--- config.mk ---
export PLATFORM = sky130hd
export DESIGN_NAME = autorange_voltmeter_display_driver
export DESIGN_NICKNAME = d
export VERILOG_FILES = /design/src/rtl/core/avdd_pkg.sv /design/src/rtl/core/avdd_mul.sv /design/src/rtl/core/avdd_seq.sv /design/src/rtl/core/autorange_voltmeter_display_driver.sv
export SDC_FILE = /design/constraint.sdc
export NUM_CORES = 1
export LEC_CHECK = 0
export BUFFER_PORTS_ARGS = -buffer_cell sky130_fd_sc_hd__clkbuf_2
export CAP_MARGIN = 20
export CELL_PAD_IN_SITES_DETAIL_PLACEMENT = 1
export CELL_PAD_IN_SITES_GLOBAL_PLACEMENT = 1
export CORE_AREA = 2 2 173 175
export DETAILED_ROUTE_END_ITERATION = 6
export DIE_AREA = 0 0 175 177
export PLACE_DENSITY_LB_ADDON = 0.1
export SLEW_MARGIN = 20
export SYNTH_ARGS = -nofsm -noshare
export SYNTH_HDL_FRONTEND = slang
export SYNTH_SLANG_ARGS = --single-unit
--- constraint.sdc ---
create_clock -name clk_i -period 8.4 [get_ports clk_i]
set_clock_uncertainty 0.15 [all_clocks]
set_input_delay 0.42 -clock clk_i [delete_from_list [all_inputs] [get_ports clk_i]]
set_output_delay 0.42 -clock clk_i [all_outputs]
set_load 0.1 [all_outputs]
--- src/rtl/core/avdd_pkg.sv ---
`timescale 1ns / 1ps

package avdd_pkg;

  // Width of the configuration registers (volts, 1..99).
  localparam int unsigned VOLT_W = 7;

  // Width of the second operand of the shared multiplier.
  localparam int unsigned MUL_B_W = 13;

  // Reading in hundredths or thousandths, saturated to four digits.
  localparam int unsigned VAL_W = 14;
  localparam int unsigned Q_W   = 10;
  localparam int unsigned DIG_W = 4;
  localparam int unsigned NUM_DIGITS = 4;

  localparam logic [VAL_W-1:0]   READING_MAX = VAL_W'(9999);
  localparam logic [MUL_B_W-1:0] SCALE_HUNDREDTHS  = MUL_B_W'(100);
  localparam logic [MUL_B_W-1:0] SCALE_THOUSANDTHS = MUL_B_W'(1000);

  // floor(v / 10) == (v * 6554) >> 16 for every v up to 9999.
  localparam logic [MUL_B_W-1:0] RECIP_TEN = MUL_B_W'(6554);
  localparam int unsigned DIV_SHIFT = 16;

  localparam logic [VOLT_W-1:0] FULL_SCALE_RESET = VOLT_W'(25);
  localparam logic [VOLT_W-1:0] THRESHOLD_RESET  = VOLT_W'(10);

  typedef enum logic [0:0] {
    CFG_FULL_SCALE = 1'b0,
    CFG_THRESHOLD  = 1'b1
  } cfg_idx_e;

  typedef enum logic [0:0] {
    KIND_SAMPLE = 1'b0,
    KIND_TICK   = 1'b1
  } item_kind_e;

  typedef struct packed {
    logic busy;
    logic low_range;
  } seq_status_t;

  typedef logic [DIG_W-1:0] digit_t;

  // Segments a..g in bits 0..6; codes above nine leave every segment dark.
  function automatic logic [6:0] seg_decode(input digit_t d);
    logic [6:0] s;
    begin
      case (d)
        4'd0:    s = 7'h3F;
        4'd1:    s = 7'h06;
        4'd2:    s = 7'h5B;
        4'd3:    s = 7'h4F;
        4'd4:    s = 7'h66;
        4'd5:    s = 7'h6D;
        4'd6:    s = 7'h7D;
        4'd7:    s = 7'h07;
        4'd8:    s = 7'h7F;
        4'd9:    s = 7'h6F;
        default: s = 7'h00;
      endcase
      return s;
    end
  endfunction

endpackage

--- src/rtl/core/avdd_mul.sv ---
`timescale 1ns / 1ps

module avdd_mul
  import avdd_pkg::*;
#(
  parameter int unsigned A_W = 17
) (
  input  logic                   clk_i,
  input  logic                   en_i,
  input  logic [A_W-1:0]         a_i,
  input  logic [MUL_B_W-1:0]     b_i,
  output logic [A_W+MUL_B_W-1:0] p_o
);

  logic [A_W+MUL_B_W-1:0] p_q;

  // The product is registered; it is valid the cycle after the operands.
  always_ff @(posedge clk_i) begin
    if (en_i) begin
      p_q <= (A_W+MUL_B_W)'(a_i) * (A_W+MUL_B_W)'(b_i);
    end
  end

  assign p_o = p_q;

endmodule

--- src/rtl/core/avdd_seq.sv ---
`timescale 1ns / 1ps

module avdd_seq
  import avdd_pkg::*;
#(
  parameter int unsigned ADC_BITS = 10
) (
  input  logic                                  clk_i,
  input  logic                                  rst_ni,
  input  logic                                  start_i,
  input  logic [ADC_BITS-1:0]                   code_i,
  input  logic [VOLT_W-1:0]                     full_scale_i,
  input  logic [VOLT_W-1:0]                     threshold_i,
  output logic                                  mul_en_o,
  output logic [VOLT_W+ADC_BITS-1:0]            mul_a_o,
  output logic [MUL_B_W-1:0]                    mul_b_o,
  input  logic [VOLT_W+ADC_BITS+MUL_B_W-1:0]    mul_p_i,
  output seq_status_t                           status_o,
  output digit_t                                digits_o [NUM_DIGITS]
);

  localparam int unsigned PROD_W = VOLT_W + ADC_BITS;
  localparam int unsigned SCL_W  = PROD_W + MUL_B_W - ADC_BITS;

  typedef enum logic [2:0] {
    ST_IDLE,
    ST_PROD,
    ST_RANGE,
    ST_SCALE,
    ST_DIV
  } state_e;

  state_e                state_q, state_d;
  logic [ADC_BITS-1:0]   code_q, code_d;
  logic [VAL_W-1:0]      val_q, val_d;
  logic [1:0]            cnt_q, cnt_d;
  logic                  low_q, low_d;
  digit_t                dig_q [NUM_DIGITS];
  digit_t                dig_d [NUM_DIGITS];

  logic [PROD_W-1:0]     prod;
  logic [SCL_W-1:0]      scaled;
  logic [VAL_W-1:0]      sat_val;
  logic [Q_W-1:0]        quot;
  logic [VAL_W-1:0]      rem;
  logic                  hi_range;

  assign prod     = mul_p_i[PROD_W-1:0];
  assign hi_range = prod >= {threshold_i, {ADC_BITS{1'b0}}};
  assign scaled   = mul_p_i[ADC_BITS +: SCL_W];
  assign sat_val  = (scaled > SCL_W'(READING_MAX)) ? READING_MAX : scaled[VAL_W-1:0];
  assign quot     = mul_p_i[DIV_SHIFT +: Q_W];
  // Remainder of the division by ten: v - 8q - 2q.
  assign rem      = val_q - VAL_W'({quot, 3'b000}) - VAL_W'({quot, 1'b0});

  always_comb begin
    state_d  = state_q;
    code_d   = code_q;
    val_d    = val_q;
    cnt_d    = cnt_q;
    low_d    = low_q;
    dig_d    = dig_q;
    mul_en_o = 1'b0;
    mul_a_o  = '0;
    mul_b_o  = '0;
    unique case (state_q)
      ST_IDLE: begin
        if (start_i) begin
          code_d  = code_i;
          state_d = ST_PROD;
        end
      end
      ST_PROD: begin
        mul_en_o = 1'b1;
        mul_a_o  = PROD_W'(code_q);
        mul_b_o  = MUL_B_W'(full_scale_i);
        state_d  = ST_RANGE;
      end
      ST_RANGE: begin
        low_d    = ~hi_range;
        mul_en_o = 1'b1;
        mul_a_o  = prod;
        mul_b_o  = hi_range ? SCALE_HUNDREDTHS : SCALE_THOUSANDTHS;
        state_d  = ST_SCALE;
      end
      ST_SCALE: begin
        val_d    = sat_val;
        cnt_d    = '0;
        mul_en_o = 1'b1;
        mul_a_o  = PROD_W'(sat_val);
        mul_b_o  = RECIP_TEN;
        state_d  = ST_DIV;
      end
      ST_DIV: begin
        dig_d[2'd3 - cnt_q] = rem[DIG_W-1:0];
        val_d = VAL_W'(quot);
        if (cnt_q == 2'd2) begin
          dig_d[0] = quot[DIG_W-1:0];
          state_d  = ST_IDLE;
        end else begin
          mul_en_o = 1'b1;
          mul_a_o  = PROD_W'(quot);
          mul_b_o  = RECIP_TEN;
          cnt_d    = cnt_q + 2'd1;
        end
      end
      default: state_d = ST_IDLE;
    endcase
  end

  always_ff @(posedge clk_i or negedge rst_ni) begin
    if (!rst_ni) begin
      state_q <= ST_IDLE;
      low_q   <= 1'b0;
      cnt_q   <= '0;
      for (int i = 0; i < NUM_DIGITS; i++) begin
        dig_q[i] <= '0;
      end
    end else begin
      state_q <= state_d;
      low_q   <= low_d;
      cnt_q   <= cnt_d;
      dig_q   <= dig_d;
    end
  end

  always_ff @(posedge clk_i) begin
    code_q <= code_d;
    val_q  <= val_d;
  end

  assign status_o.busy      = (state_q != ST_IDLE);
  assign status_o.low_range = low_q;
  assign digits_o           = dig_q;

endmodule

--- src/rtl/core/autorange_voltmeter_display_driver.sv ---
`timescale 1ns / 1ps

// Channel    | Direction | Handshake                      | Payload
// -----------+-----------+--------------------------------+------------------------------------
// s_axis     | in        | s_axis_tvalid / s_axis_tready  | tuser: kind, tdata: converter code
// m_axis     | out       | m_axis_tvalid / m_axis_tready  | tdata: segments, dot, digit index
// cfg        | in        | cfg_valid_i / cfg_ready_o      | cfg_index_i, cfg_data_i
//
// A scan tick leaves its result in the output register.
// A converter sample is worked in steps: capture, three passes through the shared
// multiplier (scale to volts, scale to hundredths or thousandths, first divide by ten)
// and then two further divide-by-ten passes, one per cycle. Samples give no output
// transaction.
// Reset clears the digit store to zeros, the range to hundredths and the scan
// position to three, so the first tick shows digit zero.
// The input is held off while a sample is being worked on, or while an earlier
// result has not yet been taken and is not being taken in the same cycle.
module autorange_voltmeter_display_driver
  import avdd_pkg::*;
#(
  parameter int unsigned ADC_BITS = 10
) (
  input  logic                            clk_i,
  input  logic                            rst_ni,
  // Input transactions.
  input  logic                            s_axis_tvalid,
  output logic                            s_axis_tready,
  // Bit 0: func (0 sample, 1 scan tick).
  input  logic                            s_axis_tuser,
  // Bits ADC_BITS-1..0: adc_code; remaining bits are padding.
  input  logic [((ADC_BITS+7)/8)*8-1:0]   s_axis_tdata,
  // Output transactions.
  output logic                            m_axis_tvalid,
  input  logic                            m_axis_tready,
  // Bits 6..0: segments, bit 7: dot, bits 9..8: digit_index, 15..10: zero.
  output logic [15:0]                     m_axis_tdata,
  // Configuration writes.
  input  logic                            cfg_valid_i,
  output logic                            cfg_ready_o,
  input  logic [0:0]                      cfg_index_i,
  input  logic [VOLT_W-1:0]               cfg_data_i
);

  localparam int unsigned PROD_W = VOLT_W + ADC_BITS;

  // Configuration registers, written whenever the port presents a write.
  logic [VOLT_W-1:0] full_scale_q;
  logic [VOLT_W-1:0] threshold_q;

  // Display scan and the registered output transaction.
  logic [1:0]        scan_q, scan_d;
  logic              out_valid_q;
  logic [6:0]        out_seg_q;
  logic              out_dot_q;
  logic [1:0]        out_idx_q;

  logic              in_fire;
  logic              tick_fire;
  logic              sample_fire;
  logic              dot_d;

  logic                       mul_en;
  logic [PROD_W-1:0]          mul_a;
  logic [MUL_B_W-1:0]         mul_b;
  logic [PROD_W+MUL_B_W-1:0]  mul_p;
  seq_status_t                seq_status;
  digit_t                     digits [NUM_DIGITS];

  assign cfg_ready_o = 1'b1;

  always_ff @(posedge clk_i or negedge rst_ni) begin
    if (!rst_ni) begin
      full_scale_q <= FULL_SCALE_RESET;
      threshold_q  <= THRESHOLD_RESET;
    end else if (cfg_valid_i) begin
      unique case (cfg_idx_e'(cfg_index_i))
        CFG_FULL_SCALE: full_scale_q <= cfg_data_i;
        CFG_THRESHOLD:  threshold_q  <= cfg_data_i;
        default: ;
      endcase
    end
  end

  // A new transaction is taken only when the sequencer is idle and the output
  // register is free or being emptied in this cycle.
  assign s_axis_tready = ~seq_status.busy & (~out_valid_q | m_axis_tready);
  assign in_fire       = s_axis_tvalid & s_axis_tready;
  assign tick_fire     = in_fire & (item_kind_e'(s_axis_tuser) == KIND_TICK);
  assign sample_fire   = in_fire & (item_kind_e'(s_axis_tuser) == KIND_SAMPLE);

  // The decimal point sits after the first digit in the thousandths range and
  // after the second digit in the hundredths range.
  assign scan_d = scan_q + 2'd1;
  assign dot_d  = seq_status.low_range ? (scan_d == 2'd0) : (scan_d == 2'd1);

  always_ff @(posedge clk_i or negedge rst_ni) begin
    if (!rst_ni) begin
      scan_q      <= 2'd3;
      out_valid_q <= 1'b0;
    end else begin
      if (tick_fire) begin
        scan_q      <= scan_d;
        out_valid_q <= 1'b1;
      end else if (m_axis_tready) begin
        out_valid_q <= 1'b0;
      end
    end
  end

  always_ff @(posedge clk_i) begin
    if (tick_fire) begin
      out_seg_q <= seg_decode(digits[scan_d]);
      out_dot_q <= dot_d;
      out_idx_q <= scan_d;
    end
  end

  assign m_axis_tvalid = out_valid_q;
  assign m_axis_tdata  = {6'b000000, out_idx_q, out_dot_q, out_seg_q};

  avdd_seq #(
    .ADC_BITS (ADC_BITS)
  ) u_seq (
    .clk_i        (clk_i),
    .rst_ni       (rst_ni),
    .start_i      (sample_fire),
    .code_i       (s_axis_tdata[ADC_BITS-1:0]),
    .full_scale_i (full_scale_q),
    .threshold_i  (threshold_q),
    .mul_en_o     (mul_en),
    .mul_a_o      (mul_a),
    .mul_b_o      (mul_b),
    .mul_p_i      (mul_p),
    .status_o     (seq_status),
    .digits_o     (digits)
  );

  avdd_mul #(
    .A_W (PROD_W)
  ) u_mul (
    .clk_i (clk_i),
    .en_i  (mul_en),
    .a_i   (mul_a),
    .b_i   (mul_b),
    .p_o   (mul_p)
  );

endmodule

==> summary by stage <==
Hold path
The worst hold path class is in -> async.

STA
The worst pin sits at a relative slew slack of 0.388. The upper clock frequency limit is 127 MHz. At the pin with the least slew margin, the transition time is roughly 0.92 ns. The post-route setup TNS is 0 ns. Setup repair after global routing left no endpoint under its margin. The part of the cycle the worst path needs is 0.935. The time the worst path needs with I/O delays and setup is around 8 ns. The number of failing hold endpoints at the final stage is 0. The final number of max-transition violations is 0. The setup-violating endpoint count in the final report is 0.

Setup path
The worst setup path is captured at a flip-flop. The number of cells on the worst reg-to-reg path is 25. The register-to-register setup slack is 0.55 ns.

Broken down by cell family, the worst path's largest delay share belongs to adder cells. The critical path is of the reg -> reg type. The slowest cell on the critical path is sky130_fd_sc_hd__a21oi_2.

The required time at the worst-slack endpoint is 8.40 ns. The source of the worst register-to-register timing path is u_mul.p_o[12]. On the worst path, the slowest cell contributes a delay of 0.75 ns. At the worst endpoint, the arrival time is a little under 8 ns. Along the worst path, the maximum fanout reaches 12. In this run the critical register-to-register path is captured at u_mul.p_o[26]. Counting both buffers and inverters, the worst setup path holds a total of 4.

The kind of start point of the critical path is a flip-flop. The dominant cell type by count on the critical path is sky130_fd_sc_hd__fa_1.

Placement
The quantity of I/O buffers inserted on ports is 35. Detailed placement finished with a half-perimeter wire length of 25.1 mm. The routability congestion estimate is 0.832.

Drt
After detailed routing, the total wire length is ~30 mm. The number of vias in the routed layout is 7964. The DRC violation count after routing is 0. In the final routed layout, each cell accounts on average for 18.8 um. For this run, the detailed router's first-pass iteration total came to 5. The number of DRC violations after detailed-routing iteration 0 is between 300 and 400. Once detail routing completed, the nets flagged for antenna violations numbered 0.

In the routed layout, each cell is associated on average with a via count of 4.97.

Die
The top-level I/O count is 49. The initial utilization of the core area, before any placement, comes to 0.381. The vertical extent of the die is 177 um. In this run the standard cell core region covers 0.0292 mm^2.

The floorplan step defined a die boundary enclosing between 0.03 and 0.04 mm^2. The die is around 180 um wide. The number of placement rows is 63.

Logic synthesis
The compound-gate portion of the synthesized area is 0.103. Of the synthesized area, sequential elements account for 0.234. After synthesis, the largest family of logic cells by area is adder cells. The total of warnings raised by yosys is 0. The register bit total from synthesis is 93. The biggest area consumer among synthesized cells is sky130_fd_sc_hd__fa_1. The adder-cell share of the synthesized area is 0.392. The number of synthesized flops with an enable pin is 54. The mux share of post-synthesis cell area is 0.0241.

Of the total synthesized cell area, the portion taken by XOR and XNOR cells is 0.0204. Synthesis handed over a netlist of between 1000 and 1500 instances. The mean cell area of the mapped netlist is 9.62 um^2. After synthesis the cells add up to 0.0111 mm^2. Among all flip-flop cells after synthesis, the most frequent one is sky130_fd_sc_hd__edfxtp_1. Sorting the synthesized cells by area gives the leading types as sky130_fd_sc_hd__fa_1, sky130_fd_sc_hd__edfxtp_1, sky130_fd_sc_hd__ha_1. The share of the synthesized area in the top cell type is 0.264. The async set-or-reset flop fraction in the synthesized netlist is 0.419. The basic-gate share of the synthesized area counting and, or, nand and nor cells is 0.125. The number of different library cells in the post-synthesis netlist is 78.

Final layout
The layout has 3371 filler cells. The multi-input combinational cells in the finished layout cover a total of approximately 0.0075 mm^2. The antenna diode instance count is 0.

The post-layout utilization of the core is 0.413. Registers take 0.00261 mm^2. The area growth from synthesis to final layout is 8.40%.

The net count of the finished layout is 1499. The fraction of layout cells with a size suffix above 1 is 0.0965.

Global route
Entering global routing, the biggest net connects 40 pins. The first global-routing pass estimated 49.4 mm of wire. For this run, the total global-route usage over all layers was measured as 0.210. The initial antenna violation count came to 0.

The residual overflow from global routing is 0. The number of global-route vias before repair is 8744.

CTS
The buffer type at the clock tree root is sky130_fd_sc_hd__clkbuf_16. The number of hold buffers added after cts is 0. The number of clock buffers inserted by TritonCTS is 9. The clock sink count is between 90 and 100. Post-CTS repair changed the size of 0 cells. The H-tree generated during clock tree synthesis spans 3 levels. Clock-pin slew was measured on the worst setup and hold paths at 0.07 ns.

The post-CTS setup repair buffer count is 0. TritonCTS built the clock tree. Clock latency on the worst-skew pair, taken at its later pin, is 0.36 ns. The maximum buffer depth of the clock tree is 2.

Run status
The flow ran to the end, and the final reports show no timing, DRC or antenna violations.

Job
The max-cap violation count is 0.
## cells in the final DEF (no fill, tap or decap), types with 4 or more instances in the layout
cell type,count
sky130_fd_sc_hd__a21oi_1,36
sky130_fd_sc_hd__and3_1,5
sky130_fd_sc_hd__edfxtp_1,54
sky130_fd_sc_hd__and4_1,4
sky130_fd_sc_hd__nor2_1,123
sky130_fd_sc_hd__a221o_1,4
sky130_fd_sc_hd__buf_4,16
sky130_fd_sc_hd__nand3_1,8
sky130_fd_sc_hd__o21ai_0,40
sky130_fd_sc_hd__clkbuf_2,34
sky130_fd_sc_hd__dfstp_2,7
sky130_fd_sc_hd__o21a_1,5
sky130_fd_sc_hd__fa_1,147
sky130_fd_sc_hd__a21o_1,15
sky130_fd_sc_hd__a31oi_1,7
sky130_fd_sc_hd__nor3_1,5
sky130_fd_sc_hd__nand2_1,114
sky130_fd_sc_hd__o22ai_1,8
sky130_fd_sc_hd__ha_1,114
sky130_fd_sc_hd__nor2b_1,6
sky130_fd_sc_hd__clkbuf_16,9
sky130_fd_sc_hd__mux2_2,15
sky130_fd_sc_hd__a211oi_1,4
sky130_fd_sc_hd__dfrtp_1,32
sky130_fd_sc_hd__xor2_1,13
sky130_fd_sc_hd__xnor2_1,13
sky130_fd_sc_hd__nand4_1,9
sky130_fd_sc_hd__nand2b_1,11
sky130_fd_sc_hd__mux4_2,4
sky130_fd_sc_hd__or2_1,4
sky130_fd_sc_hd__conb_1,27
sky130_fd_sc_hd__o21ai_1,6
sky130_fd_sc_hd__inv_1,243
## area by class of cell
cell class	count	area share
Tap cell	390	0.0404
Inverter	243	0.0755
Multi-Input combinational cell	810	0.622
Timing Repair Buffer	51	0.0244
Clock buffer	10	0.0190
Sequential cell	93	0.216
Clock inverter	6	0.00311
## cells by family after synthesis
family                     Yosys count
and+or+nand+nor                    313
buffers and inverters              281
adders and majority gates          261
AOI/OAI and AO/OA                  163
DFF                                 93
xor gates and xnor gates            26
muxes                               20
other                                2
## how the worst max path moves through the flow
stage                     cells past startpoint           start  slack [ns]       endpoint
final                                        25   u_mul.p_o[12]        0.55  u_mul.p_o[26]
after global routing                         25   u_mul.p_o[12]        0.08  u_mul.p_o[26]
after CTS                                    25   u_mul.p_o[11]        0.47  u_mul.p_o[26]
after detailed placement                     25   u_mul.p_o[11]        0.50  u_mul.p_o[26]
after global placement                       25   u_mul.p_o[11]        0.56  u_mul.p_o[26]
after floorplan                              26  threshold_q[1]        1.64  u_mul.p_o[20]
## state kept, by name, indices dropped and copies added (netlist names)
register	flops
full_scale_q	7
m_axis_tvalid	1
out_dot_q	1
out_idx_q	2
out_seg_q	7
scan_q	2
threshold_q	7
u_mul.p_o	30
u_seq.cnt_q	2
u_seq.code_q	10
u_seq.digits_o	16
u_seq.low_q	1
u_seq.state_q	3
u_seq.val_q	4
## synthesized netlist by cell type (all sizes together) (9+ instances only)
library cell / n
xnor2: 13
edfxtp: 54
a21oi: 40
buf: 26
nand2: 116
xor2: 13
fa: 147
a21o: 16
nor2: 125
clkbuf: 12
dfrtp: 32
mux2: 15
nand4: 9
nand2b: 11
o21ai: 47
ha: 114
inv: 243
## per-stage QoR
step,cells,setup slack [ns],hold WS [ns],area (um^2)
3_3_place_gp,1587,0.564,0.308,11800
2_1_floorplan,1184,1.64,-0.0256,11200
5_1_grt,1603,0.0845,0.0689,12100
4_1_cts,1603,0.474,0.0655,12100
6_report,1603,0.548,0.0327,12100
3_5_place_dp,1587,0.496,0.322,11800
## worst reg2reg max path, cell delays in order (launching register included)
cell	delay (ns)
sky130_fd_sc_hd__edfxtp_1	0.54
sky130_fd_sc_hd__ha_1	0.38
sky130_fd_sc_hd__nor4b_1	0.22
sky130_fd_sc_hd__and4_1	0.25
sky130_fd_sc_hd__o311ai_1	0.09
sky130_fd_sc_hd__a21boi_1	0.19
sky130_fd_sc_hd__o21ai_1	0.13
sky130_fd_sc_hd__a21oi_2	0.75
sky130_fd_sc_hd__nor2_1	0.17
sky130_fd_sc_hd__fa_1	0.57
sky130_fd_sc_hd__inv_1	0.05
sky130_fd_sc_hd__fa_1	0.54
sky130_fd_sc_hd__inv_1	0.06
sky130_fd_sc_hd__fa_1	0.49
sky130_fd_sc_hd__inv_1	0.05
sky130_fd_sc_hd__fa_1	0.47
sky130_fd_sc_hd__fa_1	0.54
sky130_fd_sc_hd__inv_1	0.04
sky130_fd_sc_hd__ha_1	0.36
sky130_fd_sc_hd__o21a_2	0.17
sky130_fd_sc_hd__o31a_4	0.19
sky130_fd_sc_hd__o2111ai_4	0.17
sky130_fd_sc_hd__a211oi_4	0.41
sky130_fd_sc_hd__o21bai_2	0.12
sky130_fd_sc_hd__a2111o_1	0.41
sky130_fd_sc_hd__o311ai_1	0.11
## per-layer routing
metal  track usage  share of wire
met5             0              0
met2         0.333           0.45
met4        0.0573          0.022
met3        0.0273          0.035
met1         0.305           0.49
Power is not shown: default switching activity piles up to over one toggle a cycle in this logic, so the estimate is an artifact.
